### src/rtl/core/bda_pkg.sv
// Package for the button debounce and activity block.
// Shared types, field widths, thresholds and register indexes; no dependencies.
`timescale 1ns / 1ps
`default_nettype none

package bda_pkg;

  // Fixed widths of the request and result fields
  localparam int unsigned RAW_BITS  = 3;
  localparam int unsigned TIME_BITS = 32;

  // Configuration register widths
  localparam int unsigned SLEEP_BITS = 8;
  localparam int unsigned MASK_BITS  = 3;
  localparam int unsigned LONG_BITS  = 16;
  localparam int unsigned CFG_DATA_BITS  = 16;
  localparam int unsigned CFG_INDEX_BITS = 2;

  // Debounce thresholds on the count of set history bits
  localparam int unsigned PRESS_THRESHOLD   = 4;
  localparam int unsigned RELEASE_THRESHOLD = 4;

  // Sleep timeout unit: ten seconds in milliseconds
  localparam int unsigned MS_PER_UNIT = 10000;
  localparam int unsigned LIMIT_BITS  = SLEEP_BITS + $clog2(MS_PER_UNIT);

  localparam logic [LONG_BITS-1:0] LONG_PRESS_RESET = LONG_BITS'(1000);

  // Defaults for the top-level parameters
  localparam int unsigned NUM_BUTTONS_DEF  = 3;
  localparam int unsigned HISTORY_BITS_DEF = 8;

  typedef enum logic [CFG_INDEX_BITS-1:0] {
    REG_SLEEP_TIMEOUT = 2'd0,
    REG_HANDLER_MASK  = 2'd1,
    REG_LONG_PRESS_MS = 2'd2,
    REG_UNUSED        = 2'd3
  } cfg_reg_t;

  // What one lane reports for the current request
  typedef struct packed {
    logic held;
    logic press_event;
    logic recent;
    logic over_long;
  } lane_flags_t;

  typedef struct packed {
    logic [RAW_BITS-1:0] held_mask;
    logic [RAW_BITS-1:0] press_event;
    logic                active;
    logic                shutdown;
  } bda_result_t;

endpackage

`default_nettype wire

### src/rtl/core/bda_if.sv
// Valid/ready channel interfaces for scan requests and results.
// Depends on bda_pkg for the field widths.
`timescale 1ns / 1ps
`default_nettype none

interface bda_scan_if import bda_pkg::*; ();
  logic                 valid;
  logic                 ready;
  logic [RAW_BITS-1:0]  raw_levels;
  logic [TIME_BITS-1:0] now_ms;

  modport source (output valid, output raw_levels, output now_ms, input ready);
  modport sink   (input valid, input raw_levels, input now_ms, output ready);
endinterface

interface bda_result_if import bda_pkg::*; ();
  logic                valid;
  logic                ready;
  logic [RAW_BITS-1:0] held_mask;
  logic [RAW_BITS-1:0] press_event;
  logic                active;
  logic                shutdown;

  modport source (output valid, output held_mask, output press_event,
                  output active, output shutdown, input ready);
  modport sink   (input valid, input held_mask, input press_event,
                  input active, input shutdown, output ready);
endinterface

`default_nettype wire

### src/rtl/core/bda_lane.sv
// One button lane: history shift, popcount debounce, latch, handler flag
// and press time. Depends on bda_pkg.
`timescale 1ns / 1ps
`default_nettype none

module bda_lane import bda_pkg::*; #(
  parameter int unsigned HISTORY_BITS = HISTORY_BITS_DEF
) (
  input  wire logic                  clk,
  input  wire logic                  rst,
  input  wire logic                  accept,
  input  wire logic                  pressed,
  input  wire logic                  handler_en,
  input  wire logic [TIME_BITS-1:0]  now_ms,
  input  wire logic [LIMIT_BITS-1:0] sleep_limit,
  input  wire logic [LONG_BITS-1:0]  long_press_ms,
  output lane_flags_t                flags
);

  localparam int unsigned CNT_BITS = $clog2(HISTORY_BITS + 1);

  logic [HISTORY_BITS-1:0] history, history_next;
  logic                    latched, latched_next;
  logic                    done, done_next;
  logic [TIME_BITS-1:0]    press_time, press_time_next;
  logic [CNT_BITS-1:0]     ones;
  logic                    press_ok, release_ok, latch_set, fire;
  logic [TIME_BITS-1:0]    elapsed;

  always_comb begin
    history_next = {history[HISTORY_BITS-2:0], pressed};
    ones = '0;
    for (int b = 0; b < HISTORY_BITS; b++) begin
      ones = ones + CNT_BITS'(history_next[b]);
    end
  end

  always_comb begin
    press_ok   = pressed && (ones >= CNT_BITS'(PRESS_THRESHOLD));
    release_ok = !pressed && (ones <= CNT_BITS'(RELEASE_THRESHOLD));
    latch_set  = press_ok && !latched;
    fire       = press_ok && !done && handler_en;

    latched_next    = press_ok ? 1'b1 : (release_ok ? 1'b0 : latched);
    done_next       = release_ok ? 1'b0 : (done | fire);
    press_time_next = latch_set ? now_ms : press_time;

    // a fresh latch records now, so its elapsed time is zero
    elapsed = latch_set ? '0 : (now_ms - press_time);

    flags.held        = latched_next;
    flags.press_event = fire;
    flags.recent      = elapsed < TIME_BITS'(sleep_limit);
    flags.over_long   = latched_next && (elapsed > TIME_BITS'(long_press_ms));
  end

  always_ff @(posedge clk) begin
    if (rst) begin
      history    <= '0;
      latched    <= 1'b0;
      done       <= 1'b0;
      press_time <= '0;
    end else if (accept) begin
      history    <= history_next;
      latched    <= latched_next;
      done       <= done_next;
      press_time <= press_time_next;
    end
  end

endmodule

`default_nettype wire

### src/rtl/core/bda_merge.sv
// Merging stage: combines lane flags into one result and holds it in an
// output register with a skid entry. Depends on bda_pkg.
`timescale 1ns / 1ps
`default_nettype none

module bda_merge import bda_pkg::*; #(
  parameter int unsigned NUM_BUTTONS = NUM_BUTTONS_DEF
) (
  input  wire logic        clk,
  input  wire logic        rst,
  input  wire logic        accept,
  input  wire lane_flags_t flags [NUM_BUTTONS],
  input  wire logic        always_active,
  input  wire logic        out_ready,
  output logic             in_ready,
  output logic             out_valid,
  output bda_result_t      result
);

  bda_result_t merged;
  bda_result_t skid;
  logic        skid_valid;
  logic        any_recent;

  always_comb begin
    merged     = '0;
    any_recent = 1'b0;
    for (int i = 0; i < NUM_BUTTONS; i++) begin
      any_recent = any_recent | flags[i].recent;
    end
    for (int i = 0; i < RAW_BITS; i++) begin
      if (i < NUM_BUTTONS) begin
        merged.held_mask[i]   = flags[i].held;
        merged.press_event[i] = flags[i].press_event;
      end
    end
    merged.active   = always_active | any_recent;
    merged.shutdown = flags[0].over_long;
  end

  assign in_ready = !skid_valid;

  always_ff @(posedge clk) begin
    if (rst) begin
      out_valid  <= 1'b0;
      skid_valid <= 1'b0;
    end else if (!out_valid || out_ready) begin
      // output register free: drain the skid entry first
      if (skid_valid) begin
        out_valid  <= 1'b1;
        skid_valid <= 1'b0;
      end else begin
        out_valid <= accept;
      end
    end else if (accept) begin
      skid_valid <= 1'b1;
    end
  end

  always_ff @(posedge clk) begin
    if (!out_valid || out_ready) begin
      if (skid_valid) begin
        result <= skid;
      end else if (accept) begin
        result <= merged;
      end
    end else if (accept) begin
      skid <= merged;
    end
  end

endmodule

`default_nettype wire

### src/rtl/core/button_debounce_activity.sv
// Top level of the button debounce and activity block: configuration
// registers, one lane per button and the merging stage.
// Depends on bda_pkg, bda_if, bda_lane and bda_merge.
//
// Usage:
//   scan   - one request per scan tick: raw_levels (active low, bit i for
//            button i) and now_ms, the free-running millisecond time.
//   result - one result per request: held_mask, press_event, active and
//            shutdown, in request order.
//   cfg_we/cfg_index/cfg_wdata - register writes, taken on any edge with
//            cfg_we high; write only while no request is in flight.
//   The result is held in the merging stage's output register; a request is
//   accepted every cycle while scan.ready is high. All lanes update in the accepting
//   cycle, each with one popcount, one 32-bit elapsed-time subtract and two compares.
//   When the receiver stalls, one further request is held in a skid entry
//   and scan.ready drops until it drains.
//   Reset clears histories, latches, handler flags and press times, sets
//   sleep_timeout and handler_mask to zero and long_press_ms to 1000.
`timescale 1ns / 1ps
`default_nettype none

module button_debounce_activity import bda_pkg::*; #(
  parameter int unsigned NUM_BUTTONS  = NUM_BUTTONS_DEF,
  parameter int unsigned HISTORY_BITS = HISTORY_BITS_DEF
) (
  input  wire logic                      clk,
  input  wire logic                      rst,
  input  wire logic                      cfg_we,
  input  wire logic [CFG_INDEX_BITS-1:0] cfg_index,
  input  wire logic [CFG_DATA_BITS-1:0]  cfg_wdata,
  bda_scan_if.sink                       scan,
  bda_result_if.source                   result
);

  // Sleep limit is kept in milliseconds; zero means always active
  logic [LIMIT_BITS-1:0] sleep_limit;
  logic [MASK_BITS-1:0]  handler_mask;
  logic [LONG_BITS-1:0]  long_press_ms;

  logic        accept;
  logic        in_ready;
  logic        out_valid;
  bda_result_t res;
  lane_flags_t flags [NUM_BUTTONS];

  // Register writes; an index past the list is dropped
  always_ff @(posedge clk) begin
    if (rst) begin
      sleep_limit   <= '0;
      handler_mask  <= '0;
      long_press_ms <= LONG_PRESS_RESET;
    end else if (cfg_we) begin
      unique case (cfg_reg_t'(cfg_index))
        REG_SLEEP_TIMEOUT: begin
          sleep_limit <= LIMIT_BITS'(cfg_wdata[SLEEP_BITS-1:0]) *
                         LIMIT_BITS'(MS_PER_UNIT);
        end
        REG_HANDLER_MASK:  handler_mask  <= cfg_wdata[MASK_BITS-1:0];
        REG_LONG_PRESS_MS: long_press_ms <= cfg_wdata[LONG_BITS-1:0];
        default: ;
      endcase
    end
  end

  assign scan.ready = in_ready;
  assign accept     = scan.valid && in_ready;

  // One lane per button; buttons past the pin field read as pressed and
  // have no handler
  for (genvar g = 0; g < NUM_BUTTONS; g++) begin : g_lane
    logic pressed;
    logic handler_en;

    if (g < RAW_BITS) begin : g_pin
      assign pressed    = !scan.raw_levels[g];
      assign handler_en = handler_mask[g];
    end else begin : g_nopin
      assign pressed    = 1'b1;
      assign handler_en = 1'b0;
    end

    bda_lane #(
      .HISTORY_BITS(HISTORY_BITS)
    ) u_lane (
      .clk          (clk),
      .rst          (rst),
      .accept       (accept),
      .pressed      (pressed),
      .handler_en   (handler_en),
      .now_ms       (scan.now_ms),
      .sleep_limit  (sleep_limit),
      .long_press_ms(long_press_ms),
      .flags        (flags[g])
    );
  end

  bda_merge #(
    .NUM_BUTTONS(NUM_BUTTONS)
  ) u_merge (
    .clk          (clk),
    .rst          (rst),
    .accept       (accept),
    .flags        (flags),
    .always_active(sleep_limit == '0),
    .out_ready    (result.ready),
    .in_ready     (in_ready),
    .out_valid    (out_valid),
    .result       (res)
  );

  assign result.valid       = out_valid;
  assign result.held_mask   = res.held_mask;
  assign result.press_event = res.press_event;
  assign result.active      = res.active;
  assign result.shutdown    = res.shutdown;

endmodule

`default_nettype wire

### src/flat_wrapper.sv
// flat-port wrapper written by rule: the top's interface ports become plain ports
module button_debounce_activity_flat import bda_pkg::*;
#(
  parameter int unsigned NUM_BUTTONS  = NUM_BUTTONS_DEF,
  parameter int unsigned HISTORY_BITS = HISTORY_BITS_DEF
)
  (clk, rst, cfg_we, cfg_index, cfg_wdata, scan_valid, scan_raw_levels, scan_now_ms, scan_ready, result_valid, result_held_mask, result_press_event, result_active, result_shutdown, result_ready);
  bda_scan_if scan_i ();
  bda_result_if result_i ();
  input  wire logic clk;
  input  wire logic rst;
  input  wire logic cfg_we;
  input  wire logic [CFG_INDEX_BITS-1:0] cfg_index;
  input  wire logic [CFG_DATA_BITS-1:0] cfg_wdata;
  input wire logic [$bits(scan_i.valid)-1:0] scan_valid;
  input wire logic [$bits(scan_i.raw_levels)-1:0] scan_raw_levels;
  input wire logic [$bits(scan_i.now_ms)-1:0] scan_now_ms;
  output wire logic [$bits(scan_i.ready)-1:0] scan_ready;
  output wire logic [$bits(result_i.valid)-1:0] result_valid;
  output wire logic [$bits(result_i.held_mask)-1:0] result_held_mask;
  output wire logic [$bits(result_i.press_event)-1:0] result_press_event;
  output wire logic [$bits(result_i.active)-1:0] result_active;
  output wire logic [$bits(result_i.shutdown)-1:0] result_shutdown;
  input wire logic [$bits(result_i.ready)-1:0] result_ready;
  assign scan_i.valid = scan_valid;
  assign scan_i.raw_levels = scan_raw_levels;
  assign scan_i.now_ms = scan_now_ms;
  assign scan_ready = scan_i.ready;
  assign result_valid = result_i.valid;
  assign result_held_mask = result_i.held_mask;
  assign result_press_event = result_i.press_event;
  assign result_active = result_i.active;
  assign result_shutdown = result_i.shutdown;
  assign result_i.ready = result_ready;
  button_debounce_activity #(.NUM_BUTTONS(NUM_BUTTONS), .HISTORY_BITS(HISTORY_BITS)) u_core (.clk(clk), .rst(rst), .cfg_we(cfg_we), .cfg_index(cfg_index), .cfg_wdata(cfg_wdata), .scan(scan_i), .result(result_i));
endmodule
### config.mk
export PLATFORM = sky130hd
export DESIGN_NAME = button_debounce_activity_flat
export DESIGN_NICKNAME = d
export VERILOG_FILES = /design/src/rtl/core/bda_pkg.sv /design/src/rtl/core/bda_if.sv /design/src/rtl/core/bda_lane.sv /design/src/rtl/core/bda_merge.sv /design/src/rtl/core/button_debounce_activity.sv /design/src/flat_wrapper.sv
export SDC_FILE = /design/constraint.sdc
export NUM_CORES = 1
export LEC_CHECK = 0
export BUFFER_PORTS_ARGS = -buffer_cell sky130_fd_sc_hd__buf_4
export CAP_MARGIN = 20
export CORE_MARGIN = 3
export CORE_UTILIZATION = 55
export CTS_CLUSTER_DIAMETER = 80
export DETAILED_ROUTE_END_ITERATION = 16
export PLACE_DENSITY = 0.72
export SYNTH_ARGS = -nofsm -noshare
export SYNTH_HDL_FRONTEND = slang
export SYNTH_SLANG_ARGS = --single-unit
### constraint.sdc
create_clock -name clk -period 8.55 [get_ports clk]
set_input_delay 0.4275 -clock clk [delete_from_list [all_inputs] [get_ports clk]]
set_output_delay 0.4275 -clock clk [all_outputs]
set_load 0.005 [all_outputs]
==> flow_metrics.py, run 1 <==
metrics = {
    "synth": {
        "synth_ff_type": "dfxtp_1",
        "async_flop_share": 0,
        "synth_edf_count": 16,
        "ys.warnings.count": 0,
        "synth_fp_nets": 2350,
        "synth.avg_cell_area_um2": 7.45,
        "seq_area_frac_synth": 0.242,
        "yosysUniqueCellTypes": 85,
        "yosys_register_bits": 178,
        "syn_inst": 2063,
        "netlist_area_mm2": 0.0154,
    },
    "global_routing": {
        "use_met1": 0.407,
        "grt_pass1_vias": 13500,
        "grt.overflow.total": 0,
        "met2_usage": 0.441,
        "grt.busiest_layer": "met2",
        "grt_max_degree": 99,
        "grt_usage": 0.283,
        "grt_use_met3": 0.0343,
        "grt_antenna_before_repair": 0,
        "grt_pass1_wl_um": 70000,
    },
    "finish": {
        "multiInputGateArea_mm2": 0.0105,
        "fillers": 2521,
        "seqCellArea_mm2": 0.00372,
        "layoutNonFillerInstCount": 2470,
        "drive_gt1_frac": 0.0758,
        "fin_nets": 2372,
        "areaGrowthSynthToFinish_pct": 8.72,
        "diodes": 0,
    },
    "detailed_routing": {
        "vias_per_cell": 5.89,
        "drt_pass1_iterations": 5,
        "vias": 14500,
        "wl_um": 43200,
        "avgRoutedWirePerCell_um": 17.5,
        "drc": 0,
        "ant_nets": 0,
        "drt-initial-drc-count": 1251,
    },
    "sta": {
        "finClkSkew_ps": 12.0,
        "tns_ps": 0,
        "layout_min_cycle_time_ps": 6220,
        "slew_viol_final": 0,
        "timing.fmax_mhz": 161,
        "setup_viol": 0,
        "maxSlewHeadroom": 0.269,
        "finalHoldViolCount": 0,
        "fin_crit_sh": 0.727,
        "rsz0062_at_grt": "no",
        "worstMarginPinSlew_ps": 1100,
        "fin_ws_ps": 2330,
    },
    "placed_design": {
        "io_buffers": 67,
        "pre_cts_ws_ps": 2490,
        "dp_hpwl_um": 33200,
        "dp.cells": 2437,
        "gp_congestion": 1.00,
    },
    "worst_setup_path": {
        "crit_path_start_kind": "register",
        "critical_path_required_ps": 8840,
        "crit_fanout": 19,
        "end_kind": "register",
        "slowest_stage": "fa_1",
        "crit_chain": "inv_1 > fa_1 > fa_1 > fa_1 > inv_1 > ha_1 > inv_1 > fa_1 > nand2b_1 > o211a_1 > nor3_1 > ha_1 > a21o_1 > a21o_1 > a2111oi_0 > o21ai_0 > o21bai_1 > a211oi_1 > o2111ai_1 > nor4_1 > o21ai_1 > a32oi_1",
        "crit_arrival_ps": 6510,
        "cpPeakStageDelay_ps": 550,
        "path_class": "register to register",
        "cpMostUsedCell": "fa_1",
    },
    "floorplanning": {
        "start_util": 0.565,
        "dieHeight_um": 173,
        "io_pins": 68,
        "die_x_um": 173,
        "core-area_mm2": 0.0272,
        "dieArea_mm2": 0.0300,
        "row_count": 60,
    },
    "flow_run": {
        "maxCapViolations": 0,
    },
    "cts": {
        "root_buffer": "clkbuf_16",
        "hold_buffers": 0,
        "clk_latency_ps": 460,
        "clkTransAtPathRegs_ps": 70,
        "cts-resized-gates": 0,
        "cts_buffers": 17,
        "cts.sinks": 178,
        "ctsHtreeMaxLevel": 4,
        "cts_buffer_depth": 2,
        "cts_tree": "built",
        "post_cts.repair.setup_buffers": 0,
    },
    "power_and_ir_drop": {
        "vdd_drop_max_mv": 0.126,
        "p_leak_nw": 6.67,
        "powerDensity_mw_per_mm2": 141,
    },
    "min_path": {
        "hp-class": "input pin to register",
    },
    "status": {
        "status": "complete, no violations",
    },
}
-- logic make-up after synthesis --
logic type	after synthesis	synth area share
mux	8	0.00554
compound gates	563	0.230
buf+inv	316	0.0793
xor+xnor	75	0.0428
fa+ha+maj	229	0.199
flops	178	0.242
simple gates	694	0.201
-- layout make-up --
cell class / count / share of cell area
sequential: 178 / 0.223
multi-input combinational: 1569 / 0.626
inverter: 242 / 0.0544
clock buffer: 17 / 0.0255
clock inverter: 15 / 0.00832
tap: 372 / 0.0279
timing repair buffer: 77 / 0.0348
-- synthesized netlist by cell type (16+ instances only) --
cell type	count	area share
nor2_1	128	0.031
xor2_1	29	0.017
nor3_1	42	0.014
nand2_1	372	0.091
o211ai_1	18	0.0088
o21bai_1	16	0.0078
nand3_1	23	0.0075
nor2b_1	16	0.0065
a211oi_1	24	0.012
xnor2_1	46	0.026
fa_1	25	0.033
a21oi_1	256	0.083
o21ai_0	79	0.026
a21o_1	46	0.022
inv_1	241	0.059
nand4_1	22	0.0090
ha_1	204	0.17
clkbuf_1	66	0.016
dfxtp_1	162	0.21
edfxtp_1	16	0.031
-- critical path: cells and delay by family (launching register included) --
family	cells	cell delay [ps]
fa+ha+maj	6	2230
buf+inv	3	200
flops	1	350
compound gates	10	2390
simple gates	3	870
-- state kept, by name, indices dropped and copies added (netlist names) --
signal and flops:
u_core.g_lane.u_lane.done 3, u_core.g_lane.u_lane.history 21, u_core.g_lane.u_lane.latched 3, u_core.g_lane.u_lane.press_time 96
u_core.handler_mask 3, u_core.long_press_ms 16, u_core.sleep_limit 18, u_core.u_merge.out_valid 1
u_core.u_merge.result 8, u_core.u_merge.skid 8, u_core.u_merge.skid_valid 1
-- layout by cell type, fill, tap and decap left out, types with 6 or more instances in the layout --
cell,instances
a2111oi_0,8
a211oi_1,24
a21o_1,46
a21oi_1,256
a31o_2,9
a31oi_1,14
a41oi_1,6
and2_1,10
and3_1,7
and4_1,6
buf_4,76
clkbuf_16,17
dfxtp_1,162
edfxtp_1,16
fa_1,25
ha_1,204
inv_1,241
nand2_1,372
nand2b_1,13
nand3_1,22
nand4_1,22
nor2_1,125
nor2b_1,15
nor3_1,42
nor4_1,11
o211a_1,8
o211ai_1,18
o21a_1,13
o21ai_0,79
o21bai_1,16
o31ai_1,8
or2_2,8
or3_1,8
xnor2_1,46
xor2_1,29
-- layer usage --
| metal | up-vias | wire, µm | part of all wire |
|---|---|---|---|
| li1 | 7173 | - | - |
| met5 | - | 0 | 0 |
| met3 | 83 | 2460 | 0.057 |
| met4 | 0 | 1310 | 0.030 |
| met2 | 470 | 18900 | 0.44 |
| met1 | 6811 | 20500 | 0.47 |
-- report_power, final --
part,switching (mW),total [mW],internal [mW]
Combinational,0.424,0.712,0.288
Clock,0.391,0.777,0.386
Sequential,0.0111,0.869,0.858
Total,0.826,2.36,1.53
-- through the flow --
stage / utilization / hold WS (ps) / area, µm² / total power, mW
2_1_floorplan: - / 432 / 15400 / 1.39
3_3_place_gp: 0.593 / 439 / 16100 / 1.57
3_5_place_dp: 0.593 / 446 / 16100 / 1.59
4_1_cts: 0.614 / 207 / 16700 / 2.36
5_1_grt: 0.615 / 221 / 16700 / 2.49
6_report: 0.615 / 212 / 16700 / 2.36
-- path summary, 6_finish.rpt --
check | start | end | slack [ps] | cells after the start
hold reg to reg | u_core.g_lane[0].u_lane.press_time[29] | u_core.g_lane[0].u_lane.press_time[29] | 450 | 2
hold / removal | cfg_wdata[8] | u_core.long_press_ms[8] | 210 | 3
setup / recovery | u_core.g_lane[1].u_lane.history[0] | u_core.u_merge.result[1] | 2330 | 22
setup reg to reg | u_core.g_lane[1].u_lane.history[0] | u_core.u_merge.result[1] | 2330 | 22
Note: power is estimated with default switching activity, not from simulation.
==> run 2, diff against run 1 <==
ABC_AREA = 1   (was default)
clock period = 6.5 ns   (was 8.55 ns; I/O delays follow)
==> run 2 against run 1 <==
Compared with the run above: fmax grew 10%; via count grew 18%; final area grew 10%; routed wire length grew 18%; die area grew 9.6%; sequential power grew 37%; critical endpoint unchanged.
==> flow_metrics.py, run 2 <==
metrics = {
    "synth": {
        "netlist_area_mm2": 0.0169,
        "synth_mux_area_frac": 0,
        "seq_area_frac_synth": 0.220,
        "synth_top_family_by_area": "simple AND/OR/NAND/NOR gates",
        "synth.most_common_cell": "nand2_1",
        "async_flop_share": 0,
        "synth_compound_area_frac": 0.172,
        "synth_edf_count": 16,
        "ys_top_cells_by_area": "dfxtp_1, nand2_1, ha_1, inv_1, a21oi_1",
        "yosys_register_bits": 178,
        "yosysUniqueCellTypes": 47,
        "synth.avg_cell_area_um2": 6.16,
        "synth_fp_nets": 3029,
        "synth_top_area_frac": 0.192,
        "synth-xor-area-share": 0.00518,
        "synth.largest_area_cell": "dfxtp_1",
        "synth_ff_type": "dfxtp_1",
        "ys.warnings.count": 0,
        "synthSimpleGateAreaFrac": 0.284,
        "synth_fa_ha_area_frac": 0.181,
        "synth_common_cells": "nand2_1, inv_1, a21oi_1",
        "syn_inst": 2742,
    },
    "min_path": {
        "hp-class": "input pin to register",
    },
    "power_and_ir_drop": {
        "p_leak_nw": 9.63,
        "vdd_drop_max_mv": 0.206,
        "powerDensity_mw_per_mm2": 213,
    },
    "cts": {
        "ctsHtreeMaxLevel": 4,
        "cts_tree": "built",
        "root_buffer": "clkbuf_16",
        "cts_buffers": 17,
        "cts-resized-gates": 0,
        "clkTransAtPathRegs_ps": 80,
        "post_cts.repair.setup_buffers": 0,
        "cts_buffer_depth": 2,
        "cts.sinks": 178,
        "clk_latency_ps": 470,
        "hold_buffers": 0,
    },
    "placed_design": {
        "gp_congestion": 1.02,
        "dp_hpwl_um": 41200,
        "io_buffers": 67,
    },
    "finish": {
        "regMostFlops": "u_core.g_lane.u_lane.press_time",
        "final_cell_mix": "nand2_1, inv_1, a21oi_1, o21ai_0, ha_1",
        "fillers": 2932,
        "areaGrowthSynthToFinish_pct": 8.73,
        "top_regs": "u_core.g_lane.u_lane.press_time: 96 flops, u_core.g_lane.u_lane.history: 21 flops, u_core.sleep_limit: 18 flops",
        "largest_register_ffs": 96,
        "drive_gt1_frac": 0.0609,
        "final_common_cell": "nand2_1",
        "fin_nets": 3067,
        "diodes": 0,
    },
    "sta": {
        "fin_crit_sh": 0.866,
        "slew_viol_final": 0,
        "timing.fmax_mhz": 178,
        "worstMarginPinSlew_ps": 980,
        "maxSlewHeadroom": 0.345,
        "hold_ws_ps": 65.8,
        "rsz0062_at_grt": "no",
        "tns_ps": 0,
        "setup_viol": 0,
        "finClkSkew_ps": 11.2,
        "layout_min_cycle_time_ps": 5630,
        "finalHoldViolCount": 0,
    },
    "worst_setup_path": {
        "cpMostUsedCell": "nand2_1",
        "r2r_start": "u_core.g_lane[2].u_lane.history[0]",
        "crit_cells": 25,
        "crit_buf_inv": 5,
        "slowest_stage": "nand2_1",
        "rr_endpoint": "u_core.u_merge.result[1]",
        "crit_arrival_ps": 5860,
        "path_delay_family": "adder cells",
        "r2r_setup_slack_ps": 870,
        "cp-startpoint": "u_core.g_lane[2].u_lane.history[0]",
        "crit_fanout": 21,
        "critical_path_required_ps": 6730,
        "cpPeakStageDelay_ps": 590,
        "rr_worst_depth": 25,
        "endpoint": "u_core.u_merge.result[1]",
        "end_kind": "register",
        "crit_path_start_kind": "register",
        "path_class": "register to register",
    },
    "floorplanning": {
        "start_util": 0.564,
        "core-area_mm2": 0.0300,
        "dieArea_mm2": 0.0329,
        "row_count": 63,
        "dieHeight_um": 181,
        "io_pins": 68,
        "die_x_um": 181,
    },
    "global_routing": {
        "grt_pass1_wl_um": 81800,
        "grt_usage": 0.308,
        "grt_pass1_vias": 16600,
        "grt_antenna_before_repair": 0,
        "grt.overflow.total": 0,
        "grt_max_degree": 92,
    },
    "status": {
        "status": "complete, no violations",
    },
    "detailed_routing": {
        "met2_length_um": 24900,
        "drt_pass1_iterations": 6,
        "wl_um": 50800,
        "vias_per_cell": 5.40,
        "drc": 0,
        "ant_nets": 0,
        "wl_met1_um": 21300,
        "vias": 17200,
        "drt-initial-drc-count": 993,
        "wl_met3_um": 2270,
        "maxUsedRoutingLayer": "met4",
        "avgRoutedWirePerCell_um": 16.0,
    },
    "flow_run": {
        "maxCapViolations": 0,
    },
}
## run 2: kinds of logic after synthesis
kind of cell               count (synthesis)
buffers and inverters                    620
AOI/OAI and AO/OA                        553
and+or+nand+nor                         1152
DFF                                      178
xor gates and xnor gates                  10
adders and majority gates                229
## run 2: power by group
group / total, mW / switching [mW] / internal, mW
Sequential: 1.19 / 0.0244 / 1.17
Combinational: 1.65 / 1.06 / 0.595
Clock: 1.07 / 0.545 / 0.522
Total: 3.91 / 1.63 / 2.29
## run 2: cell type report
class / instances / area [µm²] / area share
inverters: 564 / 2120 / 0.115
clock buffers: 17 / 425 / 0.0232
flip-flops and latches: 178 / 3720 / 0.203
multi-input cells: 1944 / 10900 / 0.591
repair buffers: 75 / 576 / 0.0313
clock inverters: 15 / 178 / 0.00967
well taps: 390 / 488 / 0.0266
## run 2: metal layers
metal  GRT usage  vias up
li1            -     8797
met1       0.363     7777
met2       0.560      480
met3      0.0395      125
met4       0.130        0
met5           0        -
## run 2: stage by stage
stage               power, mW  area, µm²  setup slack, ps   util  instances
floorplan                2.41      16900             1750      -       2742
global placement         2.79      17700             1100  0.593       3150
detailed placement       2.84      17700              961  0.593       3150
CTS                      3.92      18400              890  0.613       3182
global route             4.22      18400              542  0.613       3183
finish                   3.91      18400              871  0.613       3183
## run 2: how the worst min path moves through the flow
stage | startpoint | endpoint | slack (ps) | cells past startpoint
global placement | u_core.g_lane[0].u_lane.press_time[18] | u_core.g_lane[0].u_lane.press_time[18] | 440 | 2
finish | scan_raw_levels[1] | u_core.g_lane[1].u_lane.history[0] | 70 | 2
global route | scan_raw_levels[0] | u_core.g_lane[0].u_lane.history[0] | 60 | 2
detailed placement | u_core.g_lane[2].u_lane.press_time[24] | u_core.g_lane[2].u_lane.press_time[24] | 450 | 2
CTS | scan_raw_levels[1] | u_core.g_lane[1].u_lane.history[0] | 50 | 2
floorplan | scan_raw_levels[0] | u_core.g_lane[0].u_lane.history[0] | 410 | 1
## run 2: worst reg2reg max path, cell delays in order (launching register included)
cell       delay, ps
dfxtp_1          330
inv_1             70
fa_1             570
fa_1             430
fa_1             430
inv_1             60
ha_1             150
inv_1             60
fa_1             400
nand2_1          120
nand2_1           80
a21oi_2          370
nand2_1          600
buf_4            380
o21ai_0           80
a21oi_1           60
ha_1             300
nand2_1           70
nor2_1           110
a211oi_1          50
o2111ai_1        170
inv_1             50
nand3_1          190
nand2_1           80
o21ai_1          120
nand2_1           70
==> run 3, diff against run 2 <==
CORE_UTILIZATION = 64   (was 55)
PLACE_DENSITY = 0.82   (was 0.72)
==> run 3 against run 2 <==
Compared with the run above: final area decreased by 0.19%; routed wire length increased by 4.4%; first-iteration DRC count increased by 82%; non-clock buffer count increased by 1; sequential share of layout area about the same; die area decreased by 14%; largest power group unchanged.
==> flow_metrics.py, run 3 (synthesized netlist as in run 2, its figures left out) <==
metrics = {
    "sta": {
        "slew_viol_final": 0,
        "worstMarginPinSlew_ps": 1030,
        "rsz0062_at_grt": "no",
        "timing.fmax_mhz": 183,
        "hold_ws_ps": 69.0,
        "fin_ws_ps": 1050,
        "finClkSkew_ps": 17.4,
        "setup_viol": 0,
        "tns_ps": 0,
        "layout_min_cycle_time_ps": 5450,
        "fin_crit_sh": 0.839,
        "maxSlewHeadroom": 0.312,
        "finalHoldViolCount": 0,
    },
    "detailed_routing": {
        "avgRoutedWirePerCell_um": 17.0,
        "wl_um": 53000,
        "vias_per_cell": 5.77,
        "drc": 0,
        "ant_nets": 0,
        "drt-initial-drc-count": 1807,
        "vias": 18000,
        "drt_pass1_iterations": 6,
    },
    "global_routing": {
        "grt_pass1_wl_um": 85200,
        "grt_pass1_vias": 17600,
        "grt_max_degree": 91,
        "grt_antenna_before_repair": 0,
        "grt_usage": 0.371,
        "grt.overflow.total": 0,
    },
    "cts": {
        "cts_tree": "built",
        "ctsHtreeMaxLevel": 4,
        "cts.sinks": 178,
        "clkTransAtPathRegs_ps": 90,
        "post_cts.repair.setup_buffers": 0,
        "cts_buffers": 17,
        "clk_latency_ps": 460,
        "hold_buffers": 0,
        "cts_buffer_depth": 2,
        "root_buffer": "clkbuf_16",
        "cts-resized-gates": 0,
    },
    "power_and_ir_drop": {
        "sw_frac_of_total": 0.425,
        "powerDensity_mw_per_mm2": 218,
        "p_leak_nw": 9.65,
        "power.switching_mw": 1.70,
        "p_int_mw": 2.30,
        "clkPwrFrac": 0.280,
        "seqPwrFrac": 0.299,
        "vdd_drop_max_mv": 0.164,
        "p_comb_frac": 0.421,
    },
    "worst_setup_path": {
        "critical_path_required_ps": 6820,
        "crit_fanout": 20,
        "crit_path_start_kind": "register",
        "crit_arrival_ps": 5770,
        "cpPeakStageDelay_ps": 620,
        "slowest_stage": "nand3_1",
        "path_class": "register to register",
        "end_kind": "register",
        "cpMostUsedCell": "nand2_1",
    },
    "finish": {
        "final_cell_mix": "nand2_1, inv_1, a21oi_1, o21ai_0, ha_1",
        "largest_register_ffs": 96,
        "fin_nets": 3068,
        "final_common_cell": "nand2_1",
        "fillers": 2146,
        "multiInputGateArea_mm2": 0.0109,
        "drive_gt1_frac": 0.0612,
        "regMostFlops": "u_core.g_lane.u_lane.press_time",
        "diodes": 0,
        "areaGrowthSynthToFinish_pct": 8.52,
        "top_regs": "u_core.g_lane.u_lane.press_time: 96 flops, u_core.g_lane.u_lane.history: 21 flops, u_core.sleep_limit: 18 flops",
        "seqCellArea_mm2": 0.00372,
    },
    "floorplanning": {
        "row_count": 58,
        "dieHeight_um": 168,
        "dieArea_mm2": 0.0284,
        "io_pins": 68,
        "die_x_um": 168,
        "core-area_mm2": 0.0255,
        "start_util": 0.661,
    },
    "placed_design": {
        "gp_congestion": 1.00,
        "io_buffers": 67,
        "pre_cts_ws_ps": 1270,
        "dp_hpwl_um": 42600,
    },
    "status": {
        "status": "complete, no violations",
    },
    "min_path": {
        "hp-class": "input pin to register",
    },
    "flow_run": {
        "maxCapViolations": 0,
    },
}
## run 3: changes by cell type in the layout (fill, tap and decap cells not counted), sizes merged
cell,before,now
clkinv,8,9
inv,570,569
buf,75,76
## run 3: metal layers
layer	global-route usage	wire length, µm	vias up
li1	-	-	8817
met1	0.428	20400	8203
met2	0.678	26200	789
met3	0.0423	3440	222
met4	0.186	2920	0
met5	0	0	-
## run 3: power by group through the flow
stage / clock [mW] / combinational (mW) / sequential (mW)
final: 1.12 / 1.68 / 1.20
after global routing: 1.16 / 1.91 / 1.20
after CTS: 1.12 / 1.64 / 1.20
after detailed placement: 0 / 1.63 / 1.22
after global placement: 0 / 1.55 / 1.22
after floorplan: 0 / 1.19 / 1.21
## run 3: final timing paths
check             cells past startpoint  slack (ps)                              startpoint                                     end
setup / recovery                     26        1050      u_core.g_lane[1].u_lane.history[0]                u_core.u_merge.result[1]
hold / removal                        2          70                      scan_raw_levels[1]      u_core.g_lane[1].u_lane.history[0]
setup reg to reg                     26        1050      u_core.g_lane[1].u_lane.history[0]                u_core.u_merge.result[1]
hold reg to reg                       2         460  u_core.g_lane[2].u_lane.press_time[25]  u_core.g_lane[2].u_lane.press_time[25]
## run 3: layout make-up
type,count,share of cell area
multi-input cells,1944,0.592
well taps,330,0.0225
clock buffers,17,0.0232
flip-flops and latches,178,0.203
inverters,564,0.116
clock inverters,15,0.0108
repair buffers,76,0.0325
## run 3: critical path, delay by kind of cell, from the launching register on
kind	cells	cell delay, ps
DFF	1	350
buffers and inverters	4	280
AOI/OAI and AO/OA	6	960
and+or+nand+nor	10	1450
adders and majority gates	6	2250
## run 3: stage by stage
| step | instances | power [mW] | instance area (µm²) | util |
|---|---|---|---|---|
| floorplan | 2742 | 2.41 | 16900 | - |
| global placement | 3090 | 2.77 | 17700 | 0.692 |
| detailed placement | 3090 | 2.85 | 17700 | 0.692 |
| CTS | 3122 | 3.96 | 18300 | 0.716 |
| global route | 3124 | 4.27 | 18300 | 0.718 |
| finish | 3124 | 4.00 | 18300 | 0.718 |
